**src/hdl/assert_macros.svh**
```systemverilog
// ----------------------------------------------------------------------------
// assert_macros.svh
// assertion helpers shared by the yrl design files
// ----------------------------------------------------------------------------
`ifndef ASSERT_MACROS_SVH
`define ASSERT_MACROS_SVH

`ifndef SYNTH
// clocked check, disabled while reset is asserted
`define ASSERT_CLK(lbl, clk, rst_n, prop, msg) \
    lbl: assert property (@(posedge clk) disable iff (!rst_n) prop) else $error(msg);
// clocked check with no reset qualification
`define ASSERT_ALWAYS(lbl, clk, prop, msg) \
    lbl: assert property (@(posedge clk) prop) else $error(msg);
`else
`define ASSERT_CLK(lbl, clk, rst_n, prop, msg)
`define ASSERT_ALWAYS(lbl, clk, prop, msg)
`endif

`endif

```
**src/hdl/yrl_pkg.sv**
```systemverilog
// ----------------------------------------------------------------------------
// yrl_pkg
// shared types, constants and sigmoid table for the region logistic block
// ----------------------------------------------------------------------------
package yrl_pkg;

    localparam int DATA_W      = 16;
    localparam int CLASS_W     = 8;
    localparam int CH_W        = 9;
    localparam int SEG_W       = 5;
    localparam int FRAC_W      = 7;
    localparam int SIG_W       = 9;
    localparam int SEG_COUNT   = 32;
    localparam int TAB_IDX_W   = 6;
    // top bit of the in-range field: x in [-2048,2047] means bits [15:11] agree
    localparam int RANGE_MSB   = 11;
    localparam int QUEUE_DEPTH = 2;
    localparam int QPTR_W      = 1;
    localparam int QCNT_W      = 2;

    localparam logic [CLASS_W-1:0] CLASS_RESET    = 8'd80;
    localparam logic [CH_W-1:0]    EXTRA_CHANNELS = 9'd5;
    localparam logic [CH_W-1:0]    WIDTH_CHANNEL  = 9'd2;
    localparam logic [CH_W-1:0]    HEIGHT_CHANNEL = 9'd3;
    localparam logic [CH_W-1:0]    MAX_CHANNEL    = 9'd259;
    localparam logic [SIG_W-1:0]   SIG_ONE        = 9'd256;
    localparam logic [DATA_W-1:0]  INTERP_ROUND   = 16'd64;

    // logistic at breakpoints -8.0, -7.5, ... +8.0, scaled by 256
    localparam logic [SIG_W-1:0] SIG_TABLE [0:SEG_COUNT] = '{
        9'd0,   9'd0,   9'd0,   9'd0,   9'd1,   9'd1,   9'd2,   9'd3,
        9'd5,   9'd8,   9'd12,  9'd19,  9'd31,  9'd47,  9'd69,  9'd97,
        9'd128, 9'd159, 9'd187, 9'd209, 9'd225, 9'd237, 9'd244, 9'd248,
        9'd251, 9'd253, 9'd254, 9'd255, 9'd255, 9'd256, 9'd256, 9'd256,
        9'd256
    };

    typedef enum logic [1:0] {
        KIND_PASS,
        KIND_LOW,
        KIND_HIGH,
        KIND_CURVE
    } t_kind;

    typedef struct packed {
        t_kind               kind;
        logic [DATA_W-1:0]   sample;
        logic [SEG_W-1:0]    seg;
        logic [FRAC_W-1:0]   frac;
    } t_entry;

endpackage

```
**src/hdl/yrl_front.sv**
```systemverilog
// ----------------------------------------------------------------------------
// yrl_front
// channel tracking, class count register and element classification
// ----------------------------------------------------------------------------
`include "assert_macros.svh"

module yrl_front (
    input  logic                              i_clk,
    input  logic                              i_rst_n,
    input  logic                              i_valid,
    input  logic signed [yrl_pkg::DATA_W-1:0] i_sample_in,
    input  logic                              i_pixel_start,
    input  logic                              i_cfg_we,
    input  logic [yrl_pkg::CLASS_W-1:0]       i_cfg_data,
    input  logic                              i_queue_full,
    output logic                              o_stall,
    output logic                              o_push,
    output yrl_pkg::t_entry                   o_entry
);

    logic [yrl_pkg::CLASS_W-1:0] r_class_count;
    logic [yrl_pkg::CH_W-1:0]    r_box_channel;
    logic [yrl_pkg::CH_W-1:0]    n_box_channel;
    logic [yrl_pkg::CH_W-1:0]    w_channel;
    logic [yrl_pkg::CH_W-1:0]    w_period;
    logic [yrl_pkg::CH_W-1:0]    w_chan_inc;
    logic                        w_act;
    logic                        w_in_range;

    assign o_stall = i_queue_full;
    assign o_push  = i_valid && !i_queue_full;

    always_comb begin
        w_channel  = i_pixel_start ? '0 : r_box_channel;
        w_period   = {1'b0, r_class_count} + yrl_pkg::EXTRA_CHANNELS;
        w_chan_inc = w_channel + 1'b1;
        w_act      = (w_channel != yrl_pkg::WIDTH_CHANNEL) &&
                     (w_channel != yrl_pkg::HEIGHT_CHANNEL);
        // wrap once the period is reached or passed
        n_box_channel = (w_chan_inc >= w_period) ? '0 : w_chan_inc;

        w_in_range = (i_sample_in[yrl_pkg::DATA_W-1:yrl_pkg::RANGE_MSB] == '0) ||
                     (i_sample_in[yrl_pkg::DATA_W-1:yrl_pkg::RANGE_MSB] == '1);

        o_entry.sample = i_sample_in;
        // segment = (x + 2048) >> 7, offset inside it = low seven bits
        o_entry.seg  = {~i_sample_in[yrl_pkg::RANGE_MSB],
                        i_sample_in[yrl_pkg::RANGE_MSB-1:yrl_pkg::FRAC_W]};
        o_entry.frac = i_sample_in[yrl_pkg::FRAC_W-1:0];
        if (!w_act) begin
            o_entry.kind = yrl_pkg::KIND_PASS;
        end else if (w_in_range) begin
            o_entry.kind = yrl_pkg::KIND_CURVE;
        end else if (i_sample_in[yrl_pkg::DATA_W-1]) begin
            o_entry.kind = yrl_pkg::KIND_LOW;
        end else begin
            o_entry.kind = yrl_pkg::KIND_HIGH;
        end
    end

    always_ff @(posedge i_clk) begin
        if (!i_rst_n) begin
            r_class_count <= yrl_pkg::CLASS_RESET;
            r_box_channel <= '0;
        end else begin
            if (i_cfg_we) begin
                r_class_count <= i_cfg_data;
            end
            if (o_push) begin
                r_box_channel <= n_box_channel;
            end
        end
    end

    `ASSERT_CLK(a_channel_bound, i_clk, i_rst_n, r_box_channel <= yrl_pkg::MAX_CHANNEL, "channel counter beyond largest period")

endmodule

```
**src/hdl/yrl_queue.sv**
```systemverilog
// ----------------------------------------------------------------------------
// yrl_queue
// two-entry queue between classification and evaluation
// ----------------------------------------------------------------------------
`include "assert_macros.svh"

module yrl_queue (
    input  logic            i_clk,
    input  logic            i_rst_n,
    input  logic            i_push,
    input  yrl_pkg::t_entry i_entry,
    input  logic            i_pop,
    output logic            o_full,
    output logic            o_nonempty,
    output yrl_pkg::t_entry o_entry
);

    yrl_pkg::t_entry             r_mem [yrl_pkg::QUEUE_DEPTH];
    logic [yrl_pkg::QPTR_W-1:0]  r_wr_ptr;
    logic [yrl_pkg::QPTR_W-1:0]  r_rd_ptr;
    logic [yrl_pkg::QCNT_W-1:0]  r_count;

    assign o_full     = (r_count == yrl_pkg::QCNT_W'(yrl_pkg::QUEUE_DEPTH));
    assign o_nonempty = (r_count != '0);
    assign o_entry    = r_mem[r_rd_ptr];

    always_ff @(posedge i_clk) begin
        if (i_push) begin
            r_mem[r_wr_ptr] <= i_entry;
        end
    end

    always_ff @(posedge i_clk) begin
        if (!i_rst_n) begin
            r_wr_ptr <= '0;
            r_rd_ptr <= '0;
            r_count  <= '0;
        end else begin
            if (i_push) begin
                r_wr_ptr <= r_wr_ptr + 1'b1;
            end
            if (i_pop) begin
                r_rd_ptr <= r_rd_ptr + 1'b1;
            end
            case ({i_push, i_pop})
                2'b10:   r_count <= r_count + 1'b1;
                2'b01:   r_count <= r_count - 1'b1;
                default: r_count <= r_count;
            endcase
        end
    end

    `ASSERT_CLK(a_no_overflow, i_clk, i_rst_n, !(i_push && o_full), "push into full queue")
    `ASSERT_CLK(a_no_underflow, i_clk, i_rst_n, !(i_pop && !o_nonempty), "pop from empty queue")

endmodule

```
**src/hdl/yrl_back.sv**
```systemverilog
// ----------------------------------------------------------------------------
// yrl_back
// sigmoid interpolation and output register
// ----------------------------------------------------------------------------
`include "assert_macros.svh"

module yrl_back (
    input  logic                              i_clk,
    input  logic                              i_rst_n,
    input  logic                              i_queue_nonempty,
    input  yrl_pkg::t_entry                   i_entry,
    input  logic                              i_stall,
    output logic                              o_pop,
    output logic                              o_valid,
    output logic signed [yrl_pkg::DATA_W-1:0] o_sample_out,
    output logic                              o_was_activated
);

    logic                           r_valid;
    logic [yrl_pkg::DATA_W-1:0]     r_sample;
    logic                           r_act;
    logic [yrl_pkg::TAB_IDX_W-1:0]  w_idx;
    logic [yrl_pkg::TAB_IDX_W-1:0]  w_idx_nxt;
    logic [yrl_pkg::SIG_W-1:0]      w_y0;
    logic [yrl_pkg::SIG_W-1:0]      w_y1;
    logic [yrl_pkg::SIG_W-1:0]      w_diff;
    logic [yrl_pkg::DATA_W-1:0]     w_prod;
    logic [yrl_pkg::DATA_W-1:0]     w_sum;
    logic [yrl_pkg::SIG_W-1:0]      w_curve;
    logic [yrl_pkg::DATA_W-1:0]     w_result;
    logic                           w_act;

    assign o_pop = i_queue_nonempty && (!r_valid || !i_stall);

    always_comb begin
        w_idx     = {1'b0, i_entry.seg};
        w_idx_nxt = w_idx + 1'b1;
        w_y0      = yrl_pkg::SIG_TABLE[w_idx];
        w_y1      = yrl_pkg::SIG_TABLE[w_idx_nxt];
        // table is monotone, so the step is never negative
        w_diff    = w_y1 - w_y0;
        // widen both operands so the full product is kept
        w_prod    = yrl_pkg::DATA_W'(w_diff) * yrl_pkg::DATA_W'(i_entry.frac);
        w_sum     = {w_y0, {yrl_pkg::FRAC_W{1'b0}}} + w_prod + yrl_pkg::INTERP_ROUND;
        w_curve   = w_sum[yrl_pkg::SIG_W+yrl_pkg::FRAC_W-1:yrl_pkg::FRAC_W];

        w_act = 1'b1;
        case (i_entry.kind)
            yrl_pkg::KIND_PASS: begin
                w_result = i_entry.sample;
                w_act    = 1'b0;
            end
            yrl_pkg::KIND_LOW: begin
                w_result = '0;
            end
            yrl_pkg::KIND_HIGH: begin
                w_result = {{(yrl_pkg::DATA_W-yrl_pkg::SIG_W){1'b0}}, yrl_pkg::SIG_ONE};
            end
            yrl_pkg::KIND_CURVE: begin
                w_result = {{(yrl_pkg::DATA_W-yrl_pkg::SIG_W){1'b0}}, w_curve};
            end
            default: begin
                w_result = '0;
            end
        endcase
    end

    always_ff @(posedge i_clk) begin
        if (!i_rst_n) begin
            r_valid <= 1'b0;
        end else if (o_pop) begin
            r_valid <= 1'b1;
        end else if (!i_stall) begin
            r_valid <= 1'b0;
        end
    end

    always_ff @(posedge i_clk) begin
        if (o_pop) begin
            r_sample <= w_result;
            r_act    <= w_act;
        end
    end

    assign o_valid         = r_valid;
    assign o_sample_out    = r_sample;
    assign o_was_activated = r_act;

    `ASSERT_CLK(a_sig_bound, i_clk, i_rst_n, (r_valid && r_act) |-> (r_sample <= yrl_pkg::DATA_W'(yrl_pkg::SIG_ONE)), "activated word above one")

endmodule

```
**src/hdl/yolo_region_logistic.sv**
```systemverilog
// ----------------------------------------------------------------------------
// yolo_region_logistic
// logistic activation stage of a region layer on a stream of q8.8 words
// ----------------------------------------------------------------------------
// The block takes one signed q8.8 tensor word per clock, when not stalled, in
// channel order and returns one word per input word, in order. A channel
// counter runs through class_count+5 channels and wraps; i_pixel_start forces
// the current word to channel 0. Words on channels 2 and 3 (box width and
// height) pass through untouched with o_was_activated low; every other word is
// replaced by a 32-segment piecewise-linear sigmoid over [-8,8), giving 0..256,
// and clamps to 0 below and 256 at or above that range. Sustained rate is one
// word per clock while neither side stalls. o_valid rises once a word has gone
// through the queue into the output register of the evaluation stage, which
// does two adjacent table reads and one 9x7 multiply per word. A two-entry
// queue sits between classification and evaluation, so input keeps flowing
// while the output side is stalled until the queue holds two words. The user
// must write class_count through i_cfg_we/i_cfg_data only while the stream is
// idle; the block does not enforce this. class_count resets to 80.
// ----------------------------------------------------------------------------
module yolo_region_logistic (
    input  logic                              i_clk,
    input  logic                              i_rst_n,
    // input word channel
    input  logic                              i_valid,
    output logic                              o_stall,
    input  logic signed [yrl_pkg::DATA_W-1:0] i_sample_in,
    input  logic                              i_pixel_start,
    // result word channel
    output logic                              o_valid,
    input  logic                              i_stall,
    output logic signed [yrl_pkg::DATA_W-1:0] o_sample_out,
    output logic                              o_was_activated,
    // class count register
    input  logic                              i_cfg_we,
    input  logic [yrl_pkg::CLASS_W-1:0]       i_cfg_data
);

    // front to queue
    logic            w_push;
    yrl_pkg::t_entry w_push_entry;
    logic            w_queue_full;
    // queue to back
    logic            w_pop;
    logic            w_queue_nonempty;
    yrl_pkg::t_entry w_head_entry;

    // channel counter, config register and classification
    yrl_front u_front (
        .i_clk         (i_clk),
        .i_rst_n       (i_rst_n),
        .i_valid       (i_valid),
        .i_sample_in   (i_sample_in),
        .i_pixel_start (i_pixel_start),
        .i_cfg_we      (i_cfg_we),
        .i_cfg_data    (i_cfg_data),
        .i_queue_full  (w_queue_full),
        .o_stall       (o_stall),
        .o_push        (w_push),
        .o_entry       (w_push_entry)
    );

    // decouples input acceptance from output stalls
    yrl_queue u_queue (
        .i_clk      (i_clk),
        .i_rst_n    (i_rst_n),
        .i_push     (w_push),
        .i_entry    (w_push_entry),
        .i_pop      (w_pop),
        .o_full     (w_queue_full),
        .o_nonempty (w_queue_nonempty),
        .o_entry    (w_head_entry)
    );

    // table lookup, interpolation and output register
    yrl_back u_back (
        .i_clk            (i_clk),
        .i_rst_n          (i_rst_n),
        .i_queue_nonempty (w_queue_nonempty),
        .i_entry          (w_head_entry),
        .i_stall          (i_stall),
        .o_pop            (w_pop),
        .o_valid          (o_valid),
        .o_sample_out     (o_sample_out),
        .o_was_activated  (o_was_activated)
    );

endmodule
```
**config.mk**
```make
export PLATFORM = sky130hd
export DESIGN_NAME = yolo_region_logistic
export DESIGN_NICKNAME = d
export VERILOG_FILES = /design/src/hdl/yrl_pkg.sv /design/src/hdl/yrl_front.sv /design/src/hdl/yrl_queue.sv /design/src/hdl/yrl_back.sv /design/src/hdl/yolo_region_logistic.sv
export VERILOG_INCLUDE_DIRS = /design/src /design/src/hdl
export SDC_FILE = /design/constraint.sdc
export NUM_CORES = 1
export LEC_CHECK = 0
export ABC_AREA = 1
export BUFFER_PORTS_ARGS = -buffer_cell sky130_fd_sc_hd__buf_4
export CAP_MARGIN = 10
export CORE_MARGIN = 3
export CORE_UTILIZATION = 33
export DETAILED_ROUTE_END_ITERATION = 16
export PLACE_DENSITY = 0.58
export SLEW_MARGIN = 20
export SYNTH_ARGS = -nofsm -noshare
export SYNTH_HDL_FRONTEND = slang
export SYNTH_HIERARCHICAL = 1
export SYNTH_SLANG_ARGS = --single-unit
```
**constraint.sdc**
```tcl
create_clock -name i_clk -period 8.4 [get_ports i_clk]
set_clock_uncertainty 0.2 [all_clocks]
set_input_delay 1.68 -clock i_clk [delete_from_list [all_inputs] [get_ports i_clk]]
set_output_delay 1.68 -clock i_clk [all_outputs]
set_load 0.05 [all_outputs]
```
After elaboration in Yosys (flattened, before gate mapping)
Memories as Yosys holds them, arrays and structs flattened. A register that Yosys moved wholly into a read port is not among the register bits.
Index checks and enable logic that the tools add are counted.
{ "classes": {"addsub": 10, "n_mul": 1, "n_lt_le_gt_ge": 3, "eq_ne": 10, "muxes": 18, "n_bitwise": 3, "reduce_logical": 12} }
{ "ops": {"columns": ["cell", "n"], "rows": [
  ["$pmux W16 S4", 1],
  ["$mux W9", 6],
  ["$ne A9 B2 Y1 const B", 2],
  ["$add A16 B16 Y16", 1],
  ["$add A16 B7 Y16 const B", 1],
  ["$mul A9 B7 Y16", 1],
  ["$ge A7 B7 Y1 const B", 2],
  ["$add A8 B3 Y9 const B", 1],
  ["$add A9 B1 Y9 const B", 1],
  ["$ge A9 B9 Y1", 1],
  ["$sub A9 B9 Y9", 1],
  ["$eq A2 B2 Y1 const B", 4],
  ["$mux W1", 7],
  ["$not A5 Y7", 1],
  ["$not A6 Y7", 1],
  ["$add A5 B1 Y6 const B", 1],
  ["$mux W2", 3],
  ["$eq A5 B5 Y1 const B", 1],
  ["$logic_not A5 Y1", 1],
  ["$eq A2 B1 Y1 const B", 2],
  ["$pmux W2 S2", 1],
  ["$reduce_bool A2 Y1", 2],
  ["$logic_and A1 B1 Y1", 3],
  ["$logic_not A1 Y1", 3],
  ["other kinds (7)", 9]
]} }
{ "word_totals": {"register_bits": 39, "mem_bits_rw": 60, "rom_bits": 1152, "in_bits": 30, "output_inout_bits": 19, "elab_cells": 68, "memories": 3} }
{ "mem_list": {"columns": ["name", "words", "width", "rd", "rd_ports_with_merged_regs", "write_ports", "line_no", "text"], "rows": [
  ["(no name shown)", 64, 9, 1, 0, 0, "yrl_back.sv:38", "w_y0 = yrl_pkg::SIG_TABLE[w_idx];"],
  ["(no name shown)", 64, 9, 1, 0, 0, "yrl_back.sv:39", "w_y1 = yrl_pkg::SIG_TABLE[w_idx_nxt];"],
  ["u_queue.r_mem", 2, 30, 1, 1, 1, "yrl_queue.sv:18", "yrl_pkg::t_entry r_mem [yrl_pkg::QUEUE_DEPTH];"]
]} }

Longest topological paths before layout
Gate-level depths: netlist (run 1).
{ "depth": {"word_depth": 10, "ltp_mapped": 38, "mapped_depth_nobuf": 37} }

Hierarchy
Netlist (run 1), hierarchy kept.
{ "by_module_without_submodules": {"columns": ["module", "n_inst", "cells_per_inst", "area_per_inst_um2", "seq_area_each_um2"], "rows": [
  ["yrl_back", 1, 592, 4160.2, 530.5],
  ["yrl_queue", 1, 128, 2512.4, 1901.8],
  ["yrl_front", 1, 218, 1529.0, 340.3]
]} }

Least setup slack after synthesis (run 1)
OpenSTA, ideal clock, no wires.
{ "synth_path": {"path_kind": "reg2reg", "from": "register (tool-made name)", "to": "register u_back.r_sample, in the netlist u_back/o_sample_out[7], data pin", "setup_ps": 253, "arrival_ps": 6411, "t_required_ps": 7947, "path_slack_ps": 1536, "stages_incl_launch_ff": 37, "n_path_buf": 1, "period_less_slack_ps": 6864, "path_cell_list": "dfxtp_1 -> buf_6 -> mux2_4 -> ha_1 -> inv_1 -> ha_1 -> inv_1 -> nand2_1 -> nand3_1 -> o211ai_1 -> nand3_1 -> ha_1 -> inv_1 -> fa_1 -> nand3_1 -> nand3_2 -> nand2_1 -> nand2_1 -> nand2_1 -> nand2_1 -> xor2_2 -> inv_1 -> nand2_1 -> fa_1 -> inv_1 -> fa_1 -> fa_1 -> inv_1 -> fa_1 -> inv_1 -> ha_1 -> a21oi_1 -> nand2_1 -> a21oi_1 -> nand3_1 -> nand3_1 -> nand2_1"} }
{ "synth_rtl": {"columns": ["item", "line_no", "text"], "rows": [
  ["end signal, assigned", "yrl_back.sv:80", "r_sample <= w_result;"],
  ["end, declared", "yrl_back.sv:20", "logic [yrl_pkg::DATA_W-1:0] r_sample;"]
]} }

==> impl_metrics.tcl, run 1 <==
set metrics [dict create \
    drtIter0Drc 288 \
    cp_common_cell "inv_1" \
    slew-limit-headroom_pct 53.1 \
    cts_buffers 9 \
    htreeDepth 3 \
    synth_cell_types 50 \
    avgSynthCellArea_um2 8.74 \
    multi_input_area_um2 4510 \
    yosysSeqAreaShare_pct 33.8 \
    period_share_pct 91.0 \
    regArea_um2 2770 \
    tns_ns 0 \
    nNetsFinal 1101 \
    die_y_um 164 \
    maxSlewViolCount 0 \
    synth_xor_area_share_pct 1.48 \
    grt-ovfl-total 0 \
    via_per_inst 4.65 \
    cp.arrival_ns 7.55 \
    die_x_um 164 \
    grt_max_degree 31 \
    drc 0 \
    synth_top_family_by_area "simple AND/OR/NAND/NOR gates" \
    required_ns 8.30 \
    hold_class "reg2reg" \
    outcome "complete, no violations" \
    clk_latency_ns 0.35 \
    dieArea_um2 26800 \
    synth_mux_area_share_pct 5.49 \
    final.min_clock_period_ns 7.65 \
    syn_nets 1075 \
    post_cts_buffers 0 \
    drtPass1Iterations 5 \
    start_kind "register" \
    ctsResizeCount 0 \
    final_cell_mix "164 x nand2_1, 156 x inv_1, 121 x nor2_1, 77 x edfxtp_1, 65 x ha_1" \
    syn_inst 938 \
    hold_buffers 0 \
    cpMaxStageDelayCell "dfxtp_2" \
    rows 57 \
    area_growth_pct 9.98 \
    clockRootBuffer "clkbuf_16" \
    yosysWarnings 6 \
    cts_tree "done" \
    synth-adder-area-share_pct 20.2 \
    place.gp.congestion 0.893 \
    fmax_mhz 131 \
    path_max_fanout 14 \
    endpoint_kind "register" \
    path_class "reg2reg" \
    final_common_cell "nand2_1" \
    syn_area_um2 8200 \
    core_um2 24400 \
    initial_core_util_pct 33.6 \
    async_flop_share_pct 0 \
    routed-via-count 6016 \
    synth-seq-cells 100 \
    clock_path_buffers 2 \
    finalHoldViolCount 0 \
    fillerInstances 2509 \
    synthFlopType "edfxtp_1" \
    routed_wl_um 17200 \
    io_buffers 48 \
    post-dp-hpwl_um 13700 \
    yosys.area_share.simple_pct 21.3 \
    setup_violations 0 \
    fin_area_um2 9020 \
    synth_compound_area_share_pct 6.56 \
    antenna_left 0 \
    synth_edf_count 77 \
    ioPinCount 49 \
    layout-drive-gt1-share_pct 15.0 \
    grt_first_pass_wirelength_um 29000 \
    cts.sinks 100 \
    rsz0062_at_grt "no" \
    clk_pin_slew_worst_paths_ns 0.07 \
    postPlaceCellArea_um2 8720 \
    worst_pin_slew_ns 0.699 \
    max_stage_delay_ns 0.59 \
    antenna_found_initial 0 \
    grt_pass1_vias 5915 \
    post_drt_wl_per_cell_um 13.3 \
    antennaDiodeCount 0 \
    maxCapViolCount 0 \
    grt_usage_pct 13.3 \
]
## metal layers
| metal | vias to the layer above | share of wire [%] | global-route usage, % |
|---|---|---|---|
| met5 | - | 0 | 0 |
| met4 | 0 | 0.90 | 2.31 |
| met3 | 12 | 4.9 | 3.12 |
| met2 | 130 | 48 | 22.2 |
| met1 | 2820 | 46 | 17.9 |
| li1 | 3054 | - | - |
## metrics by stage
step / util, % / setup WS [ns] / hold slack, ns / cells
2_1_floorplan: - / 1.54 / 0.244 / 938
3_3_place_gp: 35.7 / 0.870 / 0.262 / 1277
3_5_place_dp: 35.7 / 0.756 / 0.265 / 1277
4_1_cts: 37.0 / 0.714 / 0.276 / 1293
5_1_grt: 37.0 / 0.0823 / 0.292 / 1293
6_report: 37.0 / 0.753 / 0.275 / 1293
## registers in the layout (all words and copies together), names as in the netlist, named ones only
register                flops
u_queue/r_mem              60
u_queue/r_wr_ptr            1
u_back/o_was_activated      1
u_back/o_sample_out        16
u_queue/r_rd_ptr            1
u_queue/r_count             2
u_front/r_class_count       8
u_front/r_box_channel       9
u_back/o_valid              1
## synthesized netlist by cell type (all sizes together) (3+ instances only)
cell    number  area, µm²
o21ai       38        194
dfxtp       23        460
a21oi       38        194
nor3         7       35.0
fa          42        841
nand3       60        348
o211ai       3       22.5
edfxtp      77       2310
xor2         7       68.8
inv        166        628
nand4        9       56.3
or2          4       25.0
nand2      172        676
nor2       131        557
mux2        30        450
ha          65        813
buf         36        285
xnor2        6       52.6
## critical path, delay by kind of cell (launching register included)
| family | cells | cell delay (ns) |
|---|---|---|
| xor+xnor | 1 | 0.55 |
| buf+inv | 6 | 0.50 |
| flops | 1 | 0.59 |
| compound gates | 3 | 0.43 |
| fa+ha+maj | 8 | 3.29 |
| simple gates | 9 | 1.42 |
| mux | 1 | 0.43 |
## logic make-up after synthesis
logic type      after synthesis
fa+ha+maj                   107
mux                          30
buf+inv                     204
flops                       100
simple gates                389
xor+xnor                     13
compound gates               95
## final timing paths
kind | startpoint | endpoint | slack, ns | depth (start not counted)
min reg2reg | u_front/r_box_channel[8]$_SDFFE_PN0P_ | u_front/r_box_channel[8]$_SDFFE_PN0P_ | 0.27 | 2
max reg2reg | register | u_back/o_sample_out[0]$_DFFE_PP_ | 0.75 | 28
min | u_front/r_box_channel[8]$_SDFFE_PN0P_ | u_front/r_box_channel[8]$_SDFFE_PN0P_ | 0.27 | 2
max | register | u_back/o_sample_out[0]$_DFFE_PP_ | 0.75 | 28
## cell type report
type / count / share of cell area, %
repair buffers: 52 / 4.33
well taps: 324 / 4.49
clock buffers: 11 / 2.93
flip-flops and latches: 100 / 30.8
inverters: 167 / 7.01
multi-input cells: 634 / 50.0
clock inverters: 5 / 0.444
Power of run 1 is not shown: default switching activity piles up to over one toggle a cycle in this logic, so the estimate is an artifact.
==> run 2, diff against run 1 <==
--- a/config.mk
+++ b/config.mk
@@ -12,7 +12,8 @@
 export CORE_MARGIN = 3
 export CORE_UTILIZATION = 33
 export DETAILED_ROUTE_END_ITERATION = 16
-export PLACE_DENSITY = 0.58
+export PLACE_DENSITY = 0.6
+export SETUP_SLACK_MARGIN = 0.2
 export SLEW_MARGIN = 20
 export SYNTH_ARGS = -nofsm -noshare
 export SYNTH_HDL_FRONTEND = slang
==> constraint.sdc (replaced) <==
create_clock -name i_clk -period 6.56 [get_ports i_clk]
set_clock_uncertainty 0.2 [all_clocks]
set_input_delay 1.312 -clock i_clk [delete_from_list [all_inputs] [get_ports i_clk]]
set_output_delay 1.312 -clock i_clk [all_outputs]
set_load 0.05 [all_outputs]
==> run 2 against run 1 <==
Effect of this change:
- critical endpoint is now u_back/o_sample_out[8]$_DFFE_PP_
- flip-flop and latch count stayed put
- core utilization is 5.0 points higher
- first-iteration DRC count is 10% lower
- maximum frequency is 17% higher
- wire length is 9.5% higher
- count of clock-buffer cells in the layout stayed put
- via count is 6.7% higher
- critical path depth is 5 higher
- final cell count is 5.2% higher
- setup slack worse by 0.74 ns
- die area stayed put
- highest routed layer unchanged
==> impl_metrics.tcl, run 2 (same netlist as run 1, synthesis figures left out) <==
set metrics [dict create \
    antenna_found_initial 0 \
    holdPathEnd "u_front/r_box_channel[0]$_SDFFE_PN0P_" \
    nNetsFinal 1168 \
    layout-drive-gt1-share_pct 33.1 \
    rsz0062_at_grt "yes" \
    cpLargestDelayFamily "adder cells" \
    clk_pin_slew_worst_paths_ns 0.08 \
    final_common_cell "inv_1" \
    clockRootBuffer "clkbuf_16" \
    dieArea_um2 26800 \
    r2r_slack_ns 0.01 \
    antenna_left 0 \
    die_x_um 164 \
    grt_max_degree 31 \
    hold-worst-slack_ns 0.281 \
    outcome "complete, no violations" \
    cts.sinks 100 \
    largest_reg_flops 60 \
    final_cell_mix "132 x inv_1, 131 x nand2_1, 114 x buf_4, 100 x nor2_1, 77 x edfxtp_1" \
    io_buffers 48 \
    maxCapViolCount 0 \
    fillerInstances 2409 \
    clock_path_buffers 2 \
    maxSlewViolCount 0 \
    cp_common_cell "fa_1" \
    top_register "u_queue/r_mem" \
    grt_usage_pct 14.0 \
    via_per_inst 4.72 \
    rr_endpoint "u_back/o_sample_out[8]$_DFFE_PP_" \
    cts_buffers 9 \
    required_ns 6.46 \
    post_drt_wl_per_cell_um 13.8 \
    ioPinCount 49 \
    grt-ovfl-total 0 \
    hold_buffers 0 \
    final.min_clock_period_ns 6.55 \
    cpMaxStageDelayCell "fa_1" \
    fmax_mhz 153 \
    holdPathStages 2 \
    initial_core_util_pct 33.6 \
    area_growth_pct 24.8 \
    setup_violations 0 \
    clk_latency_ns 0.35 \
    grt_pass1_vias 6303 \
    grt_first_pass_wirelength_um 30500 \
    path_class "reg2reg" \
    routed-via-count 6419 \
    finalHoldViolCount 0 \
    rows 57 \
    rr_worst_depth 33 \
    drtPass1Iterations 5 \
    slew-limit-headroom_pct 68.9 \
    max_stage_delay_ns 0.55 \
    start_kind "register" \
    core_um2 24400 \
    post-dp-hpwl_um 14200 \
    place.gp.congestion 0.902 \
    path_max_fanout 8 \
    drc 0 \
    cp.arrival_ns 6.45 \
    hold_class "reg2reg" \
    die_y_um 164 \
    routed_wl_um 18800 \
    htreeDepth 3 \
    endpoint_kind "register" \
    period_share_pct 99.8 \
    antennaDiodeCount 0 \
    hold_start "u_front/r_box_channel[0]$_SDFFE_PN0P_" \
    worst_pin_slew_ns 0.467 \
    critPathBufInv 7 \
    drtIter0Drc 259 \
    cts_tree "done" \
]
-- run 2: cell types whose count changed in the layout (fill, tap and decap cells not counted), moves of 15 or more --
cell	change
nor2_2	+16
inv_2	+20
buf_4	+62
nand2_1	-33
ha_1	-17
nor2_1	-21
inv_1	-24
nand2_2	+19
ha_4	+15
-- run 2: worst max path at each step --
stage | from | to | slack, ns | cells after the start
after detailed placement | register | u_back/o_sample_out[8]$_DFFE_PP_ | -0.18 | 34
final | register | u_back/o_sample_out[8]$_DFFE_PP_ | 0.01 | 33
after global placement | register | u_back/o_sample_out[8]$_DFFE_PP_ | -0.13 | 34
after CTS | register | u_back/o_sample_out[4]$_DFFE_PP_ | 0.0003 | 36
after floorplan | register | u_back/o_sample_out[0]$_DFFE_PP_ | 0.17 | 31
after global routing | register | u_back/o_sample_out[7]$_DFFE_PP_ | -0.24 | 36
-- run 2: through the flow --
stage / TNS [ns] / setup WS [ns] / utilization, % / area (µm²) / std cells
6_report: 0 / 0.0102 / 42.0 / 10200 / 1360
5_1_grt: -1.31 / -0.235 / 42.0 / 10200 / 1360
4_1_cts: 0 / 0.000261 / 40.2 / 9800 / 1341
3_5_place_dp: -0.724 / -0.184 / 37.7 / 9190 / 1311
3_3_place_gp: -0.395 / -0.126 / 37.7 / 9190 / 1311
2_1_floorplan: 0 / 0.165 / - / 8430 / 938
-- run 2: final cells by class --
cell class	count	area (µm²)	area share, %
multi-input cells	634	5190	50.7
repair buffers	119	930	9.08
well taps	324	405	3.96
clock buffers	11	246	2.41
flip-flops and latches	100	2780	27.1
inverters	167	647	6.32
clock inverters	5	41.3	0.403
-- run 2: timing repair --
| action | 4_1_cts | 5_1_grt |
|---|---|---|
| cloned | 0 | 0 |
| gates resized for setup | 61 | 79 |
| pin swaps | 68 | 63 |
| endpoints found under the setup margin | 9 | 9 |
| setup buffers | 14 | 19 |
| hold endpoints to repair | 0 | 0 |
-- run 2: per-layer routing --
layer	vias up	track usage [%]	part of all wire, %
met2	138	24.5	51
met4	0	3.54	2.1
met3	29	2.51	3.7
met1	3063	17.8	43
li1	3189	-	-
met5	-	0	0
-- run 2: tightest hold or removal path, delay by kind of cell, from the launching register on --
family | cells | cell delay [ns]
flip-flops | 1 | 0.32
AO/OA/AOI/OAI | 1 | 0.05
AND/OR/NAND/NOR | 1 | 0.06
Power of run 2 is left out for the same reason.
==> run 3, diff against run 2 <==
--- a/config.mk
+++ b/config.mk
@@ -9,11 +9,12 @@
 export ABC_AREA = 1
 export BUFFER_PORTS_ARGS = -buffer_cell sky130_fd_sc_hd__buf_4
 export CAP_MARGIN = 10
+export CELL_PAD_IN_SITES_DETAIL_PLACEMENT = 0
+export CELL_PAD_IN_SITES_GLOBAL_PLACEMENT = 2
 export CORE_MARGIN = 3
 export CORE_UTILIZATION = 33
 export DETAILED_ROUTE_END_ITERATION = 16
-export PLACE_DENSITY = 0.6
-export SETUP_SLACK_MARGIN = 0.2
+export PLACE_DENSITY = 0.84
 export SLEW_MARGIN = 20
 export SYNTH_ARGS = -nofsm -noshare
 export SYNTH_HDL_FRONTEND = slang
==> run 3 against run 2 <==
Effect of this change:
- the run now ends with setup timing left
- maximum frequency fell by 0.30%
- non-clock buffer count rose by 63
- first-iteration DRC count rose by 33%
- cell area rose by 3.6%
- sequential share of layout area fell by 0.94 points
- hold slack improved by 0.0023 ns
- die area did not move
- count of clock-buffer cells in the layout fell by 1
- flip-flop and latch count did not move
- wire length rose by 5.7%
- final cell count rose by 4.6%
- largest cell class unchanged
==> impl_metrics.tcl, run 3 (same netlist as run 1, synthesis figures left out) <==
set metrics [dict create \
    via_per_inst 4.57 \
    endpoint_kind "register" \
    grt_usage_pct 15.1 \
    finalHoldViolCount 0 \
    worst_pin_slew_ns 0.486 \
    max_stage_delay_ns 0.55 \
    dieArea_um2 26800 \
    start_kind "register" \
    antenna_found_initial 1 \
    path_class "reg2reg" \
    grt_first_pass_wirelength_um 32300 \
    maxCapViolCount 0 \
    cts_buffers 9 \
    path_max_fanout 6 \
    die_y_um 164 \
    final.min_clock_period_ns 6.57 \
    slew-limit-headroom_pct 67.6 \
    fmax_mhz 152 \
    post_drt_wl_per_cell_um 14.0 \
    cts_tree "done" \
    initial_core_util_pct 33.6 \
    cp_common_cell "buf_4" \
    top_register "u_queue/r_mem" \
    clock_path_buffers 2 \
    drtIter0Drc 345 \
    period_share_pct 100 \
    antenna_left 0 \
    io_buffers 48 \
    cp.arrival_ns 6.46 \
    r2r_slack_ns -0.009 \
    final_common_cell "buf_4" \
    grt_pass1_vias 6585 \
    rsz0062_at_grt "yes" \
    clk_latency_ns 0.34 \
    area_growth_pct 29.2 \
    grt_max_degree 31 \
    routed_wl_um 19900 \
    fin_area_um2 10600 \
    setup_violations 1 \
    die_x_um 164 \
    cpMaxStageDelayCell "fa_2" \
    ioPinCount 49 \
    required_ns 6.45 \
    clk_pin_slew_worst_paths_ns 0.07 \
    outcome "finished, violations left" \
    hold_class "reg2reg" \
    nNetsFinal 1231 \
    largest_reg_flops 60 \
    layout-drive-gt1-share_pct 34.8 \
    post-dp-hpwl_um 15100 \
    postPlaceCellArea_um2 9450 \
    final_cell_mix "174 x buf_4, 143 x inv_1, 137 x nand2_1, 104 x nor2_1, 77 x edfxtp_1" \
    drc 0 \
    fin_util_pct 43.5 \
    rows 57 \
    place.gp.congestion 0.841 \
    htreeDepth 3 \
    core_um2 24400 \
    maxSlewViolCount 0 \
    grt-ovfl-total 0 \
    drtPass1Iterations 4 \
    fillerInstances 2407 \
    place_ws_ns -0.228 \
    layout_setup_ws_ns -0.00914 \
    antennaDiodeCount 0 \
    violations "setup timing" \
    routed-via-count 6503 \
    clockRootBuffer "clkbuf_16" \
    cts.sinks 100 \
]
run 3: path summary, 6_finish.rpt:
check,from,to,depth (start not counted)
worst min-delay path,u_front/r_box_channel[0]$_SDFFE_PN0P_,u_front/r_box_channel[0]$_SDFFE_PN0P_,2
worst min register to register,u_front/r_box_channel[0]$_SDFFE_PN0P_,u_front/r_box_channel[0]$_SDFFE_PN0P_,2
worst max register to register,register,u_back/o_sample_out[8]$_DFFE_PP_,32
worst max-delay path,register,u_back/o_sample_out[8]$_DFFE_PP_,32
run 3: timing repair:
| action | in CTS | in global routing |
|---|---|---|
| resized for setup | 48 | 99 |
| hold buffers | 0 | 0 |
| setup endpoints to repair | 9 | 9 |
| hold endpoints to repair | 0 | 0 |
| pin swaps | 22 | 71 |
| cloned | 0 | 0 |
| setup buffers | 30 | 18 |
run 3: area by class of cell:
cell class                      count  area, µm²  share of cell area (%)
Clock inverter                      6       46.3                   0.437
Tap cell                          324        405                    3.82
Clock buffer                       10        229                    2.16
Sequential cell                   100       2780                    26.2
Timing Repair Buffer              182       1400                    13.2
Inverter                          167        639                    6.03
Multi-Input combinational cell    634       5110                    48.2
run 3: critical path, delay by kind of cell (launching register included):
family          cells  cell delay [ns]
buf+inv            10             1.20
mux                 1             0.35
compound gates      2             0.42
simple gates       12             1.04
fa+ha+maj           6             2.57
flops               1             0.36
xor+xnor            1             0.16
run 3: metal layers:
metal / up-vias / share of wire (%) / global-route usage, %
met1: 3066 / 45 / 19.6
met4: 2 / 1.5 / 3.00
li1: 3322 / - / -
met2: 87 / 50 / 26.4
met5: - / 0.086 / 0
met3: 26 / 3.3 / 2.59
run 3: per-stage QoR:
step,TNS (ns),hold WS (ns),std cells
finish,-0.00914,0.283,1423
global route,-2.26,0.297,1423
CTS,-0.0188,0.277,1406
detailed placement,-0.924,0.267,1360
global placement,-0.683,0.262,1360
floorplan,-0.000744,0.244,938
Power of run 3 is left out for the same reason.
